`src/design/plst_pkg.sv`:
```
// Package for the positional list store: field widths, operation and status
// codes, controller states and the command/status structs.
// No dependencies.
package plst_pkg;

  localparam int MODE_W = 3;
  localparam int POS_W  = 8;
  localparam int VAL_W  = 32;
  localparam int STAT_W = 2;
  localparam int CNT_W  = 5;

  typedef enum logic [MODE_W-1:0] {
    MODE_APPEND   = 3'd0,
    MODE_INSERT   = 3'd1,
    MODE_DEL_LAST = 3'd2,
    MODE_DEL_AT   = 3'd3,
    MODE_READ     = 3'd4
  } mode_e;

  typedef enum logic [STAT_W-1:0] {
    ST_OK     = 2'd0,
    ST_BADPOS = 2'd1,
    ST_FULL   = 2'd2,
    ST_EMPTY  = 2'd3
  } status_e;

  typedef enum logic [1:0] {
    S_IDLE,
    S_EXEC,
    S_READ
  } state_e;

  typedef struct packed {
    logic load;
    logic exec;
    logic step;
  } ctl_t;

  typedef struct packed {
    logic more;
  } sts_t;

endpackage

```
`src/design/positional_list_store_core.sv`:
```
// Positional list store top level: ordered list of signed values with
// append, insert, delete and read-out. Joins plst_ctrl and plst_datapath.
// The command is registered at the accepting edge; the first result is registered in execute.
// A single-result command passes through accept and execute, then idle takes the next;
// a read-out gives one beat per value from the cell rotation.
// Reset: count cleared, controller idle; cell contents undefined until written.
// Results cannot be stalled; busy_o is high while a command is in flight.
module positional_list_store_core #(
  parameter int CAPACITY = 16
) (
  input  logic                                clk_i,
  input  logic                                rst_ni,
  input  logic                                start_i,
  output logic                                busy_o,
  input  logic [plst_pkg::MODE_W-1:0]         mode_i,
  input  logic [plst_pkg::POS_W-1:0]          position_i,
  input  logic signed [plst_pkg::VAL_W-1:0]   value_i,
  output logic                                valid_o,
  output logic [plst_pkg::STAT_W-1:0]         status_o,
  output logic [plst_pkg::CNT_W-1:0]          count_o,
  output logic signed [plst_pkg::VAL_W-1:0]   element_o,
  output logic                                last_o
);
  import plst_pkg::*;

  ctl_t ctl;
  sts_t sts;

  plst_ctrl u_ctrl (
    .clk_i  (clk_i),
    .rst_ni (rst_ni),
    .start_i(start_i),
    .sts_i  (sts),
    .ctl_o  (ctl),
    .busy_o (busy_o)
  );

  plst_datapath #(
    .CAPACITY(CAPACITY)
  ) u_datapath (
    .clk_i     (clk_i),
    .rst_ni    (rst_ni),
    .ctl_i     (ctl),
    .sts_o     (sts),
    .mode_i    (mode_i),
    .position_i(position_i),
    .value_i   (value_i),
    .valid_o   (valid_o),
    .status_o  (status_o),
    .count_o   (count_o),
    .element_o (element_o),
    .last_o    (last_o)
  );

endmodule

```
`src/design/plst_ctrl.sv`:
```
// Controller for the positional list store: sequences load, execute and
// read-out beats. Depends on plst_pkg.
module plst_ctrl (
  input  logic             clk_i,
  input  logic             rst_ni,
  input  logic             start_i,
  input  plst_pkg::sts_t   sts_i,
  output plst_pkg::ctl_t   ctl_o,
  output logic             busy_o
);
  import plst_pkg::*;

  state_e state_q, state_d;

  always_ff @(posedge clk_i or negedge rst_ni) begin
    if (!rst_ni) begin
      state_q <= S_IDLE;
    end else begin
      state_q <= state_d;
    end
  end

  always_comb begin
    state_d = state_q;
    ctl_o   = '0;
    busy_o  = 1'b1;
    unique case (state_q)
      S_IDLE: begin
        busy_o = 1'b0;
        if (start_i) begin
          ctl_o.load = 1'b1;
          state_d    = S_EXEC;
        end
      end
      S_EXEC: begin
        ctl_o.exec = 1'b1;
        state_d    = sts_i.more ? S_READ : S_IDLE;
      end
      S_READ: begin
        ctl_o.step = 1'b1;
        state_d    = sts_i.more ? S_READ : S_IDLE;
      end
      default: begin
        state_d = S_IDLE;
      end
    endcase
  end

endmodule

```
`src/design/plst_datapath.sv`:
```
// Datapath for the positional list store: command registers, the row of
// shifting cells, the count, the read-out index and the result registers.
// Depends on plst_pkg.
module plst_datapath #(
  parameter int CAPACITY = 16
) (
  input  logic                                clk_i,
  input  logic                                rst_ni,
  input  plst_pkg::ctl_t                      ctl_i,
  output plst_pkg::sts_t                      sts_o,
  input  logic [plst_pkg::MODE_W-1:0]         mode_i,
  input  logic [plst_pkg::POS_W-1:0]          position_i,
  input  logic signed [plst_pkg::VAL_W-1:0]   value_i,
  output logic                                valid_o,
  output logic [plst_pkg::STAT_W-1:0]         status_o,
  output logic [plst_pkg::CNT_W-1:0]          count_o,
  output logic signed [plst_pkg::VAL_W-1:0]   element_o,
  output logic                                last_o
);
  import plst_pkg::*;

  localparam int CW   = $clog2(CAPACITY + 1);
  localparam int CMPW = (CW > POS_W) ? CW : POS_W;
  localparam logic [CW-1:0] CW_ONE = {{(CW-1){1'b0}}, 1'b1};
  localparam logic [CW-1:0] CAP_C  = CW'(CAPACITY);

  logic [MODE_W-1:0]        mode_q;
  logic [POS_W-1:0]         pos_q;
  logic signed [VAL_W-1:0]  val_q;
  logic [CW-1:0]            count_q, count_d;
  logic [CW-1:0]            rd_idx_q, rd_idx_d;
  logic signed [VAL_W-1:0]  cell_q [CAPACITY];
  logic signed [VAL_W-1:0]  cell_d [CAPACITY];

  logic                     valid_q, valid_d;
  logic [STAT_W-1:0]        status_q, status_d;
  logic [CNT_W-1:0]         cnt_out_q, cnt_out_d;
  logic signed [VAL_W-1:0]  elem_q, elem_d;
  logic                     last_q, last_d;

  logic              empty, full, pos_ok, is_read;
  logic [CMPW-1:0]   pos_x, cnt_x, pos_m1;
  logic              ins_en, del_en, dec_en, rd_go, rd_last;
  logic [CW-1:0]     ins_at, del_at;
  logic [STAT_W-1:0] stat;
  logic [CW+CNT_W-1:0] cnt_ext;

  assign empty  = (count_q == '0);
  assign full   = (count_q == CAP_C);
  assign pos_x  = CMPW'(pos_q);
  assign cnt_x  = CMPW'(count_q);
  assign pos_m1 = pos_x - CMPW'(1);
  assign pos_ok = (pos_x != '0) && (pos_x <= cnt_x);
  assign rd_last = ({1'b0, rd_idx_q} + {{CW{1'b0}}, 1'b1}) == {1'b0, count_q};

  always_comb begin
    ins_en  = 1'b0;
    del_en  = 1'b0;
    dec_en  = 1'b0;
    is_read = 1'b0;
    ins_at  = pos_m1[CW-1:0];
    del_at  = pos_m1[CW-1:0];
    stat    = ST_OK;
    case (mode_q)
      MODE_APPEND: begin
        ins_at = count_q;
        if (full) stat = ST_FULL;
        else      ins_en = 1'b1;
      end
      MODE_INSERT: begin
        if (empty)       stat = ST_EMPTY;
        else if (!pos_ok) stat = ST_BADPOS;
        else if (full)   stat = ST_FULL;
        else             ins_en = 1'b1;
      end
      MODE_DEL_LAST: begin
        if (empty) stat = ST_EMPTY;
        else       dec_en = 1'b1;
      end
      MODE_DEL_AT: begin
        if (empty)        stat = ST_EMPTY;
        else if (!pos_ok) stat = ST_BADPOS;
        else              del_en = 1'b1;
      end
      MODE_READ: begin
        if (empty) stat = ST_EMPTY;
        else       is_read = 1'b1;
      end
      default: begin
        stat = ST_OK;
      end
    endcase
  end

  assign rd_go = (ctl_i.exec && is_read) || ctl_i.step;
  assign sts_o.more = rd_go && !rd_last;

  for (genvar gi = 0; gi < CAPACITY; gi++) begin : g_cell
    logic signed [VAL_W-1:0] prv, nxt;
    if (gi == 0) begin : g_first
      assign prv = '0;
    end else begin : g_prv
      assign prv = cell_q[gi-1];
    end
    if (gi == CAPACITY - 1) begin : g_end
      assign nxt = cell_q[gi];
    end else begin : g_nxt
      assign nxt = cell_q[gi+1];
    end

    always_comb begin
      cell_d[gi] = cell_q[gi];
      if (ctl_i.exec && ins_en) begin
        if (CW'(gi) == ins_at)      cell_d[gi] = val_q;
        else if (CW'(gi) > ins_at)  cell_d[gi] = prv;
      end else if (ctl_i.exec && del_en) begin
        if (CW'(gi) >= del_at)      cell_d[gi] = nxt;
      end else if (rd_go) begin
        if (CW'(gi) == count_q - CW_ONE)     cell_d[gi] = cell_q[0];
        else if (CW'(gi) < count_q - CW_ONE) cell_d[gi] = nxt;
      end
    end
  end

  always_ff @(posedge clk_i) begin
    for (int i = 0; i < CAPACITY; i++) begin
      cell_q[i] <= cell_d[i];
    end
  end

  always_ff @(posedge clk_i) begin
    if (ctl_i.load) begin
      mode_q <= mode_i;
      pos_q  <= position_i;
      val_q  <= value_i;
    end
  end

  always_comb begin
    count_d  = count_q;
    rd_idx_d = rd_idx_q;
    if (ctl_i.load) begin
      rd_idx_d = '0;
    end else if (ctl_i.exec && ins_en) begin
      count_d = count_q + CW_ONE;
    end else if (ctl_i.exec && (del_en || dec_en)) begin
      count_d = count_q - CW_ONE;
    end
    if (rd_go) rd_idx_d = rd_idx_q + CW_ONE;
  end

  assign cnt_ext = {{CNT_W{1'b0}}, count_d};

  always_comb begin
    valid_d   = 1'b0;
    status_d  = status_q;
    cnt_out_d = cnt_out_q;
    elem_d    = elem_q;
    last_d    = last_q;
    if (rd_go) begin
      valid_d   = 1'b1;
      status_d  = ST_OK;
      cnt_out_d = cnt_ext[CNT_W-1:0];
      elem_d    = cell_q[0];
      last_d    = rd_last;
    end else if (ctl_i.exec) begin
      valid_d   = 1'b1;
      status_d  = stat;
      cnt_out_d = cnt_ext[CNT_W-1:0];
      elem_d    = '0;
      last_d    = 1'b1;
    end
  end

  always_ff @(posedge clk_i or negedge rst_ni) begin
    if (!rst_ni) begin
      count_q  <= '0;
      rd_idx_q <= '0;
      valid_q  <= 1'b0;
    end else begin
      count_q  <= count_d;
      rd_idx_q <= rd_idx_d;
      valid_q  <= valid_d;
    end
  end

  always_ff @(posedge clk_i) begin
    status_q  <= status_d;
    cnt_out_q <= cnt_out_d;
    elem_q    <= elem_d;
    last_q    <= last_d;
  end

  assign valid_o   = valid_q;
  assign status_o  = status_q;
  assign count_o   = cnt_out_q;
  assign element_o = elem_q;
  assign last_o    = last_q;

endmodule

```
`config.mk`:
```
export PLATFORM = sky130hd
export DESIGN_NAME = positional_list_store_core
export DESIGN_NICKNAME = d
export VERILOG_FILES = /design/src/design/plst_pkg.sv /design/src/design/positional_list_store_core.sv /design/src/design/plst_ctrl.sv /design/src/design/plst_datapath.sv
export SDC_FILE = /design/constraint.sdc
export NUM_CORES = 1
export LEC_CHECK = 0
export BUFFER_PORTS_ARGS = -buffer_cell sky130_fd_sc_hd__buf_2
export CAP_MARGIN = 20
export CORE_ASPECT_RATIO = 0.9
export CORE_MARGIN = 10
export CORE_UTILIZATION = 45
export CTS_CLUSTER_SIZE = 28
export DETAILED_ROUTE_END_ITERATION = 7
export PLACE_DENSITY = 0.63
export SLEW_MARGIN = 20
export SYNTH_ARGS = -nofsm -noshare
export SYNTH_HDL_FRONTEND = slang
export SYNTH_SLANG_ARGS = --single-unit
```
`constraint.sdc`:
```
create_clock -name clk_i -period 17.2 [get_ports clk_i]
set_clock_uncertainty 0.2 [all_clocks]
set_input_delay 0.86 -clock clk_i [delete_from_list [all_inputs] [get_ports clk_i]]
set_output_delay 0.86 -clock clk_i [all_outputs]
set_load 0.01 [all_outputs]
```
==> out/metrics.csv <==
stage;metric;value;unit
clock_tree;numCtsBuffers;68;
timing;setup_viol_count_final;0;
clock_tree;clock_latency;0.64;ns
pwr;p_leak;14.18;nW
drt;drt_wl_total;118.3;mm
synth;synth_area;34100;µm²
setup_path;regToRegSetupSlack;11.47;ns
timing;max_slew.worst_pin.slew;1.225;ns
timing;post-route-period-util;33.31;%
floorplanning;core_area;74880;µm²
final_layout;n_antenna_cell;0;
setup_path;r2r-end;u_datapath.cell_q[1][40]$_DFFE_PP_;
timing;rsz0062_at_grt;no;
final_layout;syn_to_final_growth;8.943;%
synth;synth_top_area_share;52.23;%
floorplanning;dieWidth;310.1;µm
timing;slew_violations;0;
clock_tree;cts.htree.levels;3;
place;port-buffer-count;87;
setup_path;reg2reg_depth;11;
drt;vias;28370;
timing;period_needed;5.729;ns
synth;yosysSeqAreaShare;53.30;%
clock_tree;cts.reportedPaths.clkPinSlew;0.06;ns
synth;yosysTopAreaCell;edfxtp_1;
floorplanning;ioPinCount;88;
job;drv_cap;0;
final_layout;nNetsFinal;3084;
setup_path;cp-start-kind;flip-flop;
synth;synth_ff_type;edfxtp_1;
clock_tree;post_cts_resized;0;
pwr;ir_drop;0.1098;mV
timing;max_slew_margin;18.37;%
global_route;grt_pass1_wl;175.2;mm
timing;tns;0;ns
setup_path;crit_slowest_cell;buf_4;
clock_tree;clockBufferDepth;3;
setup_path;cp_num_buf_inv;3;
hold_path;min_to;u_datapath.val_q[0]$_DFFE_PP_;
setup_path;cp_data_required_time;17.27;ns
clock_tree;clkSinkCount;608;
synth;synthTopCellsByArea;edfxtp_1 (52%), mux2i_1 (8.5%), nand2_1 (5.1%), a21oi_1 (4.1%), o221ai_1 (3.3%);
hold_path;holdCritStartpoint;value_i[0];
global_route;antenna_found_initial;0;
floorplanning;die_h;281.1;µm
setup_path;cp-end-kind;flip-flop;
global_route;grt_pass1_vias;27390;
drt;dr.pass1.iters;8;
place;gp_congestion;0.8884;
synth;syn_nets;3225;
floorplanning;num_rows;95;
timing;hold_viol;0;
setup_path;crit_top_cell;buf_4;
global_route;overflow;0;
synth;synth-edff-count;593;
floorplanning;start_util;45.53;%
setup_path;r2r-start;u_datapath.count_q[0]$_DFF_PN0_;
setup_path;worstPathArrival;5.80;ns
final_layout;final_layout_size_suffix_gt1_share;11.40;%
setup_path;crit_path_max_incr_delay;0.85;ns
clock_tree;clock-root-buffer;clkbuf_16;
synth;synthArstFlopShare;2.138;%
drt;first_iter_violations;4299;
synth;ys_ff_latch;608;
drt;ant_nets;0;
timing;clock.fmax;174.6;MHz
pwr;powerDensity;170.3;nW/µm²
synth;synth_warnings;0;
clock_tree;cts_tree;built;
setup_path;critPathKind;reg -> reg;
drt;via_per_inst;7.022;
setup_path;critPathMaxFanout;88;
floorplanning;dieArea;87190;µm²
synth;ys_types;79;
setup_path;critical_path.top_delay_family;simple AND/OR/NAND/NOR gates;
global_route;grt_start_max_net_pins;232;
synth;syn_inst;3159;
setup_path;crit_chain;inv_1, ha_1, nor3b_1, nand2_1, nand4b_1, o21a_4, buf_4, or2_2, o22ai_1, nor2_4, buf_4;
hold_path;worstHoldPathType;in -> reg;
pwr;power.total;6.325;mW
drt;drc;0;
global_route;grt_usage;26.21;%
place;hpwl;65.49;mm
synth;postSynthAreaPerCell;10.79;µm²
drt;wire_per_inst;29.29;µm
hold_path;min_delay_path_depth;1;
outcome;outcome;completed;
-- routing by layer --
| metal | vias up | GRT usage [%] | part of all wire [%] |
|---|---|---|---|
| li1 | 11980 | - | - |
| met4 | 0 | 9.502 | 3.7 |
| met3 | 309 | 5.785 | 11 |
| met2 | 1979 | 40.13 | 44 |
| met1 | 14100 | 36.06 | 41 |
| met5 | - | 0 | 0 |
-- state kept, by name (all words and copies together) (netlist names) --
register              flops
u_ctrl.state_q            2
u_datapath.count_q        5
u_datapath.rd_idx_q       5
u_datapath.val_q         32
u_datapath.cell_q       512
u_datapath.valid_o        1
u_datapath.mode_q         3
u_datapath.status_o       2
u_datapath.count_o        5
u_datapath.last_o         1
u_datapath.pos_q          8
u_datapath.element_o     32
-- cells by family (layout without fill, tap and decap cells) --
logic type	Yosys count	in the layout	synth area share, %
simple gates	930	930	12.33
compound gates	918	918	19.73
flops	608	608	53.30
buf+inv	373	284	4.807
mux	292	292	8.613
fa+ha+maj	20	20	0.7339
xor+xnor	18	18	0.4844
-- worst max path at each step --
stage                                                from                                   to  slack (ns)  cells after the start
after floorplan           u_datapath.count_q[0]$_DFF_PN0_  u_datapath.cell_q[0][160]$_DFFE_PP_       11.04                     12
after global placement    u_datapath.count_q[4]$_DFF_PN0_   u_datapath.cell_q[1][71]$_DFFE_PP_       11.69                     10
after detailed placement  u_datapath.count_q[4]$_DFF_PN0_   u_datapath.cell_q[1][39]$_DFFE_PP_       11.65                     10
after CTS                 u_datapath.count_q[4]$_DFF_PN0_   u_datapath.cell_q[1][33]$_DFFE_PP_       11.61                     10
after global routing      u_datapath.count_q[0]$_DFF_PN0_  u_datapath.cell_q[0][238]$_DFFE_PP_       11.20                     11
final                     u_datapath.count_q[0]$_DFF_PN0_   u_datapath.cell_q[1][40]$_DFFE_PP_       11.47                     11
-- layout make-up --
type,instances,area [µm²]
fillers,6601,37740
repair buffers,148,977.2
flip-flops and latches,608,18170
inverters,14,52.55
clock buffers,78,1739
multi-input cells,2178,14650
clock inverters,44,340.3
well taps,970,1214
-- power breakdown --
part / switching (mW) / internal (mW)
Sequential: 0.358 / 2.32
Combinational: 1.48 / 0.746
Clock: 0.645 / 0.779
-- cells in the final DEF (no fill, tap or decap), types with 10 or more instances in the layout --
cell type,synthesis,final
o21ai_0,56,56
mux2i_1,290,290
ha_1,20,20
clkbuf_1,195,10
a221oi_2,35,35
a22oi_1,129,129
o211ai_1,34,34
nand3_1,169,169
nand2_2,3,12
buf_2,92,87
a32oi_1,33,33
dfrtp_1,13,13
and2_1,36,34
clkinv_1,0,23
a21oi_1,279,276
nor2_4,1,12
a22o_1,35,35
clkbuf_16,0,68
inv_1,13,12
nor3_1,137,136
nand2_1,459,447
nor2_1,71,61
buf_4,21,54
edfxtp_1,593,593
a221oi_1,95,92
o221ai_1,129,129
a21o_1,34,34
-- cell usage after synthesis, types with 9 or more instances --
cell and number:
ha_1 20, clkbuf_1 195, buf_2 92, dfrtp_1 13
o221ai_1 129, a22oi_1 129, o211ai_1 34, a221oi_1 95
edfxtp_1 593, mux2i_1 290, nand2_1 459, nand3_1 169
nor2_1 71, a221oi_2 35, inv_1 13, buf_4 21
a21oi_1 279, buf_1 20, nor3_1 137, a22o_1 35
a32oi_1 33, clkbuf_2 30, xnor2_1 9, o21ai_0 56
a21o_1 34, a211oi_1 12, and2_1 36
-- metrics by stage --
| step | util [%] | hold slack [ns] | area [µm²] | std cells | setup WS (ns) |
|---|---|---|---|---|---|
| finish | 49.60 | 0.1968 | 37140 | 4040 | 11.47 |
| global route | 49.60 | 0.1728 | 37140 | 4040 | 11.20 |
| CTS | 49.59 | 0.1712 | 37140 | 4040 | 11.61 |
| detailed placement | 46.80 | 0.3295 | 35050 | 3917 | 11.65 |
| global placement | 46.68 | 0.3203 | 34950 | 3914 | 11.69 |
| floorplan | - | 0.2946 | 34100 | 3159 | 11.04 |
-- worst register-to-register path, stage by stage (launching register included) --
cell and delay (ns):
dfrtp_1 0.60, inv_1 0.25, ha_1 0.24, nor3b_1 0.54, nand2_1 0.12, nand4b_1 0.23
o21a_4 0.64, buf_4 0.91, or2_2 0.36, o22ai_1 0.13, nor2_4 0.56, buf_4 0.57
-- repair_timing --
item                                    CTS  global route
endpoints found under the setup margin    0             0
hold endpoints to repair                 13             0
setup buffers                             0             0
hold buffers                              1             0
Note: power is estimated with default switching activity, not from simulation.
